File: src/biq_pkg.sv
// Shared types, register map and microcode program for the biquad low-pass filter.
package biq_pkg;

    localparam int SAMPLE_WIDTH_DEF = 16;
    localparam int COEF_WIDTH_DEF   = 18;
    localparam int DELAY_WIDTH_DEF  = 24;

    localparam int CFG_ADDR_W = 5;
    localparam int CFG_DATA_W = 32;
    localparam int REG_IDX_W  = 3;

    localparam logic [REG_IDX_W-1:0] REG_ENABLE  = 3'd0;
    localparam logic [REG_IDX_W-1:0] REG_COEF_B0 = 3'd1;
    localparam logic [REG_IDX_W-1:0] REG_COEF_B1 = 3'd2;
    localparam logic [REG_IDX_W-1:0] REG_COEF_B2 = 3'd3;
    localparam logic [REG_IDX_W-1:0] REG_COEF_A1 = 3'd4;
    localparam logic [REG_IDX_W-1:0] REG_COEF_A2 = 3'd5;

    localparam int PC_W = 4;

    localparam logic [PC_W-1:0] PC_START  = 4'd0;
    localparam logic [PC_W-1:0] PC_FB_1   = 4'd1;
    localparam logic [PC_W-1:0] PC_FB_2   = 4'd2;
    localparam logic [PC_W-1:0] PC_W_OUT  = 4'd3;
    localparam logic [PC_W-1:0] PC_FF_0   = 4'd4;
    localparam logic [PC_W-1:0] PC_FF_1   = 4'd5;
    localparam logic [PC_W-1:0] PC_FF_2   = 4'd6;
    localparam logic [PC_W-1:0] PC_FF_3   = 4'd7;
    localparam logic [PC_W-1:0] PC_FINISH = 4'd8;
    localparam logic [PC_W-1:0] PC_PASS   = 4'd9;

    typedef enum logic [2:0] {
        ACC_HOLD   = 3'd0,
        ACC_LOAD_X = 3'd1,
        ACC_LOAD_P = 3'd2,
        ACC_ADD    = 3'd3,
        ACC_SUB    = 3'd4
    } t_acc_op;

    typedef enum logic [2:0] {
        C_B0 = 3'd0,
        C_B1 = 3'd1,
        C_B2 = 3'd2,
        C_A1 = 3'd3,
        C_A2 = 3'd4
    } t_coef_sel;

    typedef enum logic [1:0] {
        OP_D1 = 2'd0,
        OP_D2 = 2'd1,
        OP_W  = 2'd2
    } t_opnd_sel;

    typedef struct packed {
        t_acc_op         acc_op;
        t_coef_sel       coef;
        t_opnd_sel       opnd;
        logic            mul_en;
        logic            w_latch;
        logic            finish;
        logic            pass;
        logic            jmp_dis;
        logic [PC_W-1:0] jmp_tgt;
    } t_uop;

    function automatic t_uop biq_rom(input logic [PC_W-1:0] pc);
        t_uop u;
        u.acc_op  = ACC_HOLD;
        u.coef    = C_B0;
        u.opnd    = OP_D1;
        u.mul_en  = 1'b0;
        u.w_latch = 1'b0;
        u.finish  = 1'b0;
        u.pass    = 1'b0;
        u.jmp_dis = 1'b0;
        u.jmp_tgt = PC_PASS;
        case (pc)
            PC_START: begin
                u.acc_op  = ACC_LOAD_X;
                u.coef    = C_A1;
                u.opnd    = OP_D1;
                u.mul_en  = 1'b1;
                u.jmp_dis = 1'b1;
                u.jmp_tgt = PC_PASS;
            end
            PC_FB_1: begin
                u.acc_op = ACC_SUB;
                u.coef   = C_A2;
                u.opnd   = OP_D2;
                u.mul_en = 1'b1;
            end
            PC_FB_2: begin
                u.acc_op = ACC_SUB;
            end
            PC_W_OUT: begin
                u.w_latch = 1'b1;
            end
            PC_FF_0: begin
                u.coef   = C_B0;
                u.opnd   = OP_W;
                u.mul_en = 1'b1;
            end
            PC_FF_1: begin
                u.acc_op = ACC_LOAD_P;
                u.coef   = C_B1;
                u.opnd   = OP_D1;
                u.mul_en = 1'b1;
            end
            PC_FF_2: begin
                u.acc_op = ACC_ADD;
                u.coef   = C_B2;
                u.opnd   = OP_D2;
                u.mul_en = 1'b1;
            end
            PC_FF_3: begin
                u.acc_op = ACC_ADD;
            end
            PC_FINISH: begin
                u.finish = 1'b1;
            end
            PC_PASS: begin
                u.finish = 1'b1;
                u.pass   = 1'b1;
            end
            default: begin
                u.finish = 1'b1;
                u.pass   = 1'b1;
            end
        endcase
        return u;
    endfunction

endpackage

File: src/biq_if.sv
// Valid/ready stream interfaces for filter samples in and filtered samples out.
interface biq_in_if #(
    parameter int SAMPLE_WIDTH = 16
);
    logic                           valid;
    logic                           ready;
    logic signed [SAMPLE_WIDTH-1:0] sample_in;

    modport source (output valid, output sample_in, input ready);
    modport sink   (input valid, input sample_in, output ready);
endinterface

interface biq_out_if #(
    parameter int SAMPLE_WIDTH = 16
);
    logic                           valid;
    logic                           ready;
    logic signed [SAMPLE_WIDTH-1:0] sample_out;
    logic                           guard_hit;

    modport source (output valid, output sample_out, output guard_hit, input ready);
    modport sink   (input valid, input sample_out, input guard_hit, output ready);
endinterface

File: src/biquad_lowpass_filter.sv
// Direct form II biquad low-pass filter run by a microcoded sequencer over one multiplier.
//
//   channel   dir   handshake          word
//   i_in      in    valid / ready      sample_in
//   o_out     out   valid / ready      sample_out, guard_hit
//   apb       in    psel/penable/...   enable, coef_b0..coef_b2, coef_a1, coef_a2
//
// Filtering: the five products share a single registered multiplier, so the sequencer
// steps through the whole program before the next word is taken. Bypass: the sequencer
// jumps from the start step straight to the pass step.
// i_rst_n clears enable, the coefficients, the delay line and the output valid flag.
// The final step holds while the output register is full and o_out.ready is low;
// a new word is taken only while the sequencer is idle.
module biquad_lowpass_filter
    import biq_pkg::*;
#(
    parameter int SAMPLE_WIDTH = SAMPLE_WIDTH_DEF,
    parameter int COEF_WIDTH   = COEF_WIDTH_DEF,
    parameter int DELAY_WIDTH  = DELAY_WIDTH_DEF
) (
    input  logic                  i_clk,
    input  logic                  i_rst_n,
    biq_in_if.sink                i_in,
    biq_out_if.source             o_out,
    input  logic                  psel,
    input  logic                  penable,
    input  logic                  pwrite,
    input  logic [CFG_ADDR_W-1:0] paddr,
    input  logic [CFG_DATA_W-1:0] pwdata,
    output logic [CFG_DATA_W-1:0] prdata,
    output logic                  pready
);

    localparam int FRAC   = COEF_WIDTH - 2;
    localparam int PROD_W = COEF_WIDTH + DELAY_WIDTH;
    localparam int ACC_X  = COEF_WIDTH + DELAY_WIDTH + 3;
    localparam int ACC_W  = (ACC_X > 64) ? 64 : ACC_X;

    localparam logic signed [ACC_W-1:0] HALF  = ACC_W'(64'sd1 <<< (FRAC - 1));
    localparam logic signed [ACC_W-1:0] D_MAX =
        ACC_W'((64'sd1 <<< (DELAY_WIDTH - 1)) - 64'sd1);
    localparam logic signed [ACC_W-1:0] D_MIN = ACC_W'(-(64'sd1 <<< (DELAY_WIDTH - 1)));
    localparam logic signed [ACC_W-1:0] S_MAX =
        ACC_W'((64'sd1 <<< (SAMPLE_WIDTH - 1)) - 64'sd1);
    localparam logic signed [ACC_W-1:0] S_MIN = ACC_W'(-(64'sd1 <<< (SAMPLE_WIDTH - 1)));

    // configuration registers
    logic                         r_enable;
    logic signed [COEF_WIDTH-1:0] r_b0, r_b1, r_b2, r_a1, r_a2;

    // sequencer and datapath
    logic                          r_busy;
    logic [PC_W-1:0]               r_pc;
    logic signed [SAMPLE_WIDTH-1:0] r_x;
    logic signed [PROD_W-1:0]      r_prod;
    logic signed [ACC_W-1:0]       r_acc;
    logic signed [DELAY_WIDTH-1:0] r_w;
    logic                          r_guard;
    logic signed [DELAY_WIDTH-1:0] r_d1, r_d2;

    // output register
    logic                           r_ovalid;
    logic signed [SAMPLE_WIDTH-1:0] r_osample;
    logic                           r_oguard;

    t_uop                           uop;
    logic                           stall;
    logic                           step;
    logic [REG_IDX_W-1:0]           cfg_idx;
    logic                           cfg_wr;
    logic signed [COEF_WIDTH-1:0]   mul_c;
    logic signed [DELAY_WIDTH-1:0]  mul_d;
    logic signed [ACC_W-1:0]        x_ext;
    logic signed [ACC_W-1:0]        prod_ext;
    logic signed [ACC_W-1:0]        rnd_sum;
    logic signed [ACC_W-1:0]        rnd;
    logic                           w_ovf;
    logic signed [DELAY_WIDTH-1:0]  w_new;
    logic signed [SAMPLE_WIDTH-1:0] y_sat;
    logic [PC_W-1:0]                n_pc;

    assign pready  = 1'b1;
    assign cfg_idx = paddr[CFG_ADDR_W-1:2];
    assign cfg_wr  = psel && penable && pwrite && pready;

    always_ff @(posedge i_clk) begin
        if (!i_rst_n) begin
            r_enable <= 1'b0;
            r_b0     <= '0;
            r_b1     <= '0;
            r_b2     <= '0;
            r_a1     <= '0;
            r_a2     <= '0;
        end else if (cfg_wr) begin
            case (cfg_idx)
                REG_ENABLE:  r_enable <= pwdata[0];
                REG_COEF_B0: r_b0     <= pwdata[COEF_WIDTH-1:0];
                REG_COEF_B1: r_b1     <= pwdata[COEF_WIDTH-1:0];
                REG_COEF_B2: r_b2     <= pwdata[COEF_WIDTH-1:0];
                REG_COEF_A1: r_a1     <= pwdata[COEF_WIDTH-1:0];
                REG_COEF_A2: r_a2     <= pwdata[COEF_WIDTH-1:0];
                default: ;
            endcase
        end
    end

    always_comb begin
        case (cfg_idx)
            REG_ENABLE:  prdata = {{(CFG_DATA_W-1){1'b0}}, r_enable};
            REG_COEF_B0: prdata = CFG_DATA_W'(r_b0);
            REG_COEF_B1: prdata = CFG_DATA_W'(r_b1);
            REG_COEF_B2: prdata = CFG_DATA_W'(r_b2);
            REG_COEF_A1: prdata = CFG_DATA_W'(r_a1);
            REG_COEF_A2: prdata = CFG_DATA_W'(r_a2);
            default:     prdata = '0;
        endcase
    end

    assign uop   = biq_rom(r_pc);
    assign stall = uop.finish && r_ovalid && !o_out.ready;
    assign step  = r_busy && !stall;

    assign i_in.ready = !r_busy;

    always_comb begin
        case (uop.coef)
            C_B0:    mul_c = r_b0;
            C_B1:    mul_c = r_b1;
            C_B2:    mul_c = r_b2;
            C_A1:    mul_c = r_a1;
            C_A2:    mul_c = r_a2;
            default: mul_c = '0;
        endcase
        case (uop.opnd)
            OP_D1:   mul_d = r_d1;
            OP_D2:   mul_d = r_d2;
            OP_W:    mul_d = r_w;
            default: mul_d = '0;
        endcase
    end

    assign x_ext    = ACC_W'(r_x);
    assign prod_ext = ACC_W'(r_prod);
    assign rnd_sum  = r_acc + HALF;
    assign rnd      = rnd_sum >>> FRAC;
    assign w_ovf    = (rnd > D_MAX) || (rnd < D_MIN);
    assign w_new    = w_ovf ? DELAY_WIDTH'(r_x) : DELAY_WIDTH'(rnd);

    always_comb begin
        if (rnd > S_MAX) begin
            y_sat = SAMPLE_WIDTH'(S_MAX);
        end else if (rnd < S_MIN) begin
            y_sat = SAMPLE_WIDTH'(S_MIN);
        end else begin
            y_sat = SAMPLE_WIDTH'(rnd);
        end
    end

    always_comb begin
        if (uop.jmp_dis && !r_enable) begin
            n_pc = uop.jmp_tgt;
        end else begin
            n_pc = r_pc + PC_W'(1);
        end
    end

    always_ff @(posedge i_clk) begin
        if (!i_rst_n) begin
            r_busy <= 1'b0;
            r_pc   <= PC_START;
        end else if (i_in.valid && i_in.ready) begin
            r_busy <= 1'b1;
            r_pc   <= PC_START;
        end else if (step) begin
            r_pc <= n_pc;
            if (uop.finish) begin
                r_busy <= 1'b0;
            end
        end
    end

    always_ff @(posedge i_clk) begin
        if (i_in.valid && i_in.ready) begin
            r_x <= i_in.sample_in;
        end
        if (step && uop.mul_en) begin
            r_prod <= mul_c * mul_d;
        end
        if (step) begin
            case (uop.acc_op)
                ACC_LOAD_X: r_acc <= x_ext <<< FRAC;
                ACC_LOAD_P: r_acc <= prod_ext;
                ACC_ADD:    r_acc <= r_acc + prod_ext;
                ACC_SUB:    r_acc <= r_acc - prod_ext;
                default:    r_acc <= r_acc;
            endcase
        end
        if (step && uop.w_latch) begin
            r_w     <= w_new;
            r_guard <= w_ovf;
        end
    end

    always_ff @(posedge i_clk) begin
        if (!i_rst_n) begin
            r_d1 <= '0;
            r_d2 <= '0;
        end else if (step && uop.finish && !uop.pass) begin
            r_d1 <= r_w;
            r_d2 <= r_d1;
        end
    end

    always_ff @(posedge i_clk) begin
        if (!i_rst_n) begin
            r_ovalid <= 1'b0;
        end else if (step && uop.finish) begin
            r_ovalid <= 1'b1;
        end else if (o_out.ready) begin
            r_ovalid <= 1'b0;
        end
    end

    always_ff @(posedge i_clk) begin
        if (step && uop.finish) begin
            if (uop.pass) begin
                r_osample <= r_x;
                r_oguard  <= 1'b0;
            end else begin
                r_osample <= y_sat;
                r_oguard  <= r_guard;
            end
        end
    end

    assign o_out.valid      = r_ovalid;
    assign o_out.sample_out = r_osample;
    assign o_out.guard_hit  = r_oguard;

endmodule

File: src/flat_wrapper.sv
// flat-port wrapper written by rule: the top's interface ports become plain ports
module biquad_lowpass_filter_flat import biq_pkg::*;
#(
    parameter int SAMPLE_WIDTH = SAMPLE_WIDTH_DEF,
    parameter int COEF_WIDTH   = COEF_WIDTH_DEF,
    parameter int DELAY_WIDTH  = DELAY_WIDTH_DEF
)
  (i_clk, i_rst_n, psel, penable, pwrite, paddr, pwdata, prdata, pready, i_in_valid, i_in_sample_in, i_in_ready, o_out_valid, o_out_sample_out, o_out_guard_hit, o_out_ready);
  biq_in_if #(.SAMPLE_WIDTH(SAMPLE_WIDTH)) i_in_i ();
  biq_out_if #(.SAMPLE_WIDTH(SAMPLE_WIDTH)) o_out_i ();
  input  logic i_clk;
  input  logic i_rst_n;
  input  logic psel;
  input  logic penable;
  input  logic pwrite;
  input  logic [CFG_ADDR_W-1:0] paddr;
  input  logic [CFG_DATA_W-1:0] pwdata;
  output logic [CFG_DATA_W-1:0] prdata;
  output logic pready;
  input wire logic [$bits(i_in_i.valid)-1:0] i_in_valid;
  input wire logic [$bits(i_in_i.sample_in)-1:0] i_in_sample_in;
  output wire logic [$bits(i_in_i.ready)-1:0] i_in_ready;
  output wire logic [$bits(o_out_i.valid)-1:0] o_out_valid;
  output wire logic [$bits(o_out_i.sample_out)-1:0] o_out_sample_out;
  output wire logic [$bits(o_out_i.guard_hit)-1:0] o_out_guard_hit;
  input wire logic [$bits(o_out_i.ready)-1:0] o_out_ready;
  assign i_in_i.valid = i_in_valid;
  assign i_in_i.sample_in = i_in_sample_in;
  assign i_in_ready = i_in_i.ready;
  assign o_out_valid = o_out_i.valid;
  assign o_out_sample_out = o_out_i.sample_out;
  assign o_out_guard_hit = o_out_i.guard_hit;
  assign o_out_i.ready = o_out_ready;
  biquad_lowpass_filter #(.SAMPLE_WIDTH(SAMPLE_WIDTH), .COEF_WIDTH(COEF_WIDTH), .DELAY_WIDTH(DELAY_WIDTH)) u_core (.i_clk(i_clk), .i_rst_n(i_rst_n), .i_in(i_in_i), .o_out(o_out_i), .psel(psel), .penable(penable), .pwrite(pwrite), .paddr(paddr), .pwdata(pwdata), .prdata(prdata), .pready(pready));
endmodule
File: config.mk
export PLATFORM = sky130hd
export DESIGN_NAME = biquad_lowpass_filter_flat
export DESIGN_NICKNAME = d
export VERILOG_FILES = /design/src/biq_pkg.sv /design/src/biq_if.sv /design/src/biquad_lowpass_filter.sv /design/src/flat_wrapper.sv
export SDC_FILE = /design/constraint.sdc
export NUM_CORES = 2
export LEC_CHECK = 0
export BUFFER_PORTS_ARGS = -buffer_cell sky130_fd_sc_hd__buf_2
export CORE_MARGIN = 4
export CORE_UTILIZATION = 50
export DETAILED_ROUTE_END_ITERATION = 7
export HOLD_SLACK_MARGIN = 0.02
export PLACE_DENSITY = 0.66
export SLEW_MARGIN = 20
export SYNTH_ARGS = -nofsm -noshare
export SYNTH_HDL_FRONTEND = slang
export SYNTH_SLANG_ARGS = --single-unit
File: constraint.sdc
create_clock -name i_clk -period 16.22 [get_ports i_clk]
set_input_delay 0 -clock i_clk [delete_from_list [all_inputs] [get_ports i_clk]]
set_output_delay 0 -clock i_clk [all_outputs]
set_load 0.02 [all_outputs]
==> qor.yml <==
detailed_routing:
  met3WireLength_mm: 6.52
  antenna_left: 0
  wl_mm: 90.0
  wl_per_cell_um: 19.9
  drt-vias-per-instance: 5.59
  drc: 0
  dr.first_iter.drc_count: 1982
  num_vias: 25300
  wl_met2_mm: 41.6
  routed.top_layer: "met5"
  drt-met1-wl_mm: 38.4
  firstDrtPassIters: 7
die:
  die_area_um2: 67700
  core_um2: 63000
  io_pins: 112
  row_count: 92
  die_w_um: 260
  start_util_pct: 50.5
  die_h_um: 260
min_path:
  hold_class: "primary input to register"
  min_from: "paddr[4]"
timing:
  fmax_mhz: 105
  finClkSkew_ns: 0.0257
  worst_slew_margin_rel_pct: 26.4
  worst_pin_slew_ns: 1.10
  report.final.hold_viol_count: 0
  slew_viol_final: 0
  tns_ns: 0
  fin_crit_ns: 9.54
  fin_crit_sh_pct: 58.8
  final-setup-viol-count: 0
  rsz0062_at_grt: "false"
critical_path:
  crit_start: "u_core.r_pc[0]$_SDFFE_PP0P_"
  critPathBufInv: 7
  crit_type: "register to register"
  crit_fanout: 30
  reg2reg_from: "u_core.r_pc[0]$_SDFFE_PP0P_"
  critPathArrivalTime_ns: 9.89
  endpoint_kind: "register"
  worstPathRequired_ns: 16.56
  path_delay_family: "adder cells"
  start_kind: "register"
  critical-path-max-stage-delay_ns: 0.81
  crit_slowest_cell: "a221o_1"
power:
  power.density_nw_per_um2: 56.4
  pwr-share-comb_pct: 16.1
  max-vdd-ir-drop_mv: 0.0705
  power_leakage_nw: 15.3
  swShare_pct: 29.3
  seqPwrFrac_pct: 42.1
  net-switching-power_w: 0.000574
  p_int_w: 0.00139
  p_clk_share_pct: 41.7
synth:
  synth_edf_count: 145
  syn_nets: 4246
  synth_area_leaders: "fa_1 27%, edfxtp_1 14%, dfxtp_1 9.1%"
  ys_types: 84
  synth.top_cell.area_share_pct: 26.8
  synthFlopType: "edfxtp_1"
  synthCells: 3605
  async_flop_share_pct: 0
  yosysWarnings: 0
  syn-cell-area_um2: 31800
  syn_avg_cell_area_um2: 8.82
  yosysTopAreaCell: "fa_1"
  synth-seq-cells: 290
  synth-seq-area-share_pct: 22.8
global_route:
  globalRoute.totalOverflow: 0
  track_usage_pct: 27.1
  grt_pass1_wl_mm: 143
  grt_max_degree: 93
  antenna_found_initial: 1
  grt_pass1_vias: 25700
cells_and_area:
  fin_nets: 4298
  mostFrequentLayoutCell: "nand2_1"
  layout_common_cells: "697 x nand2_1, 552 x inv_1, 426 x fa_1"
  area_growth_pct: 9.46
  postLayoutCellArea_um2: 34800
  drive_gt1_share_pct: 8.09
run:
  cap_viol_max_count: 0
placement:
  gp_congestion: 0.931
  placed_area_um2: 33200
  port_buffers: 94
  place_hpwl_mm: 66.5
clock_tree:
  cts_sinks: 290
  tritoncts: "built"
  cts-resized-gates: 0
  htree_levels: 2
  clk_pin_slew_ns: 0.07
  root_buffer: "clkbuf_16"
  cts_max_path_buffers: 3
  clk_latency_ns: 0.58
  cts-buffers-inserted: 37
  post_cts_buffers: 0
run_status:
  status: "finished clean"
-- per-stage QoR --
stage               setup WS (ns)  hold WS (ns)  total power [W]  cells  util, %
floorplan                    8.18        0.0989          0.00105   3605        -
global placement             6.46         0.177          0.00114   4426     52.7
detailed placement           6.53         0.178          0.00115   4426     52.7
CTS                          6.47        0.0257          0.00197   4531     55.3
global route                 6.18        0.0739          0.00204   4531     55.3
finish                       6.68        0.0459          0.00196   4532     55.3
-- layout make-up --
| type | instances | area [um^2] |
|---|---|---|
| antenna | 1 | 2.50 |
| inverter | 554 | 2080 |
| multi-input combinational | 2576 | 21800 |
| tap | 846 | 1060 |
| clock buffer | 51 | 1070 |
| sequential | 290 | 7260 |
| timing repair buffer | 198 | 1350 |
| fill | 5796 | 28200 |
| clock inverter | 16 | 139 |
-- cell families after synthesis --
group,Yosys count,share of synthesized area [%]
AOI/OAI and AO/OA,648,13.9
xor gates and xnor gates,155,4.27
adders and majority gates,581,32.9
muxes,63,2.05
DFF,290,22.8
and+or+nand+nor,1128,15.0
buffers and inverters,739,8.96
other,1,0.0118
-- flip-flops by register name, summed over array words and instances (netlist names), 4 cells and up --
name / flops
u_core.o_out.sample_out: 16
u_core.r_a1: 18
u_core.r_a2: 18
u_core.r_acc: 45
u_core.r_b0: 18
u_core.r_b1: 18
u_core.r_b2: 18
u_core.r_d1: 24
u_core.r_d2: 24
u_core.r_pc: 4
u_core.r_prod: 42
u_core.r_w: 24
u_core.r_x: 16
-- Yosys cell counts, drive strengths merged (9+ instances only) --
master  instances
fa            426
nor2b          17
o21ai         136
a221oi         18
a21oi         118
clkbuf        160
ha            155
mux2           16
o21a           33
nand2         697
o31ai          16
a21boi        141
buf            25
nor3           27
xnor2          99
a21o           30
inv           553
nor4           14
a211oi          9
xor2           56
nand3          35
o21bai         11
edfxtp        145
dfxtp         145
mux2i          47
a22oi          29
nand4          14
and2           22
nand2b         20
and3           20
a221o          44
a31oi          17
nor2          235
-- repair_timing --
action / in CTS / in global routing
hold buffers: 38 / 0
endpoints found under the setup margin: 0 / 0
hold endpoints to repair: 160 / 0
-- worst reg2reg max path, delay by kind of cell, from the launching register on --
kind,cells,cell delay (ns)
buffers and inverters,7,0.78
adders and majority gates,8,3.85
DFF,1,0.36
xor gates and xnor gates,1,0.21
and+or+nand+nor,6,1.00
AOI/OAI and AO/OA,9,3.12
-- power by group through the flow --
stage	clock network, W	registers [W]	logic, W
3_5_place_dp	0	0.000842	0.000304
2_1_floorplan	0	0.000833	0.000221
4_1_cts	0.000834	0.000826	0.000313
6_report	0.000819	0.000827	0.000317
5_1_grt	0.000862	0.000829	0.000347
3_3_place_gp	0	0.000841	0.000303
-- metal layers --
| layer | up-vias | GRT usage, % |
|---|---|---|
| li1 | 11700 | - |
| met1 | 12500 | 36.7 |
| met2 | 873 | 44.3 |
| met3 | 198 | 4.43 |
| met4 | 2 | 9.39 |
| met5 | - | 0 |
-- final timing paths --
path         slack (ns)  cells past startpoint                      endpoint
min                0.05                      4  u_core.r_enable$_SDFFE_PN0P_
min reg2reg        0.47                      2  u_core.r_d2[23]$_SDFFE_PN0P_
max                6.68                     31   u_core.r_prod[41]$_DFFE_PP_
max reg2reg        6.68                     31   u_core.r_prod[41]$_DFFE_PP_
Note: power is estimated with default switching activity, not from simulation.
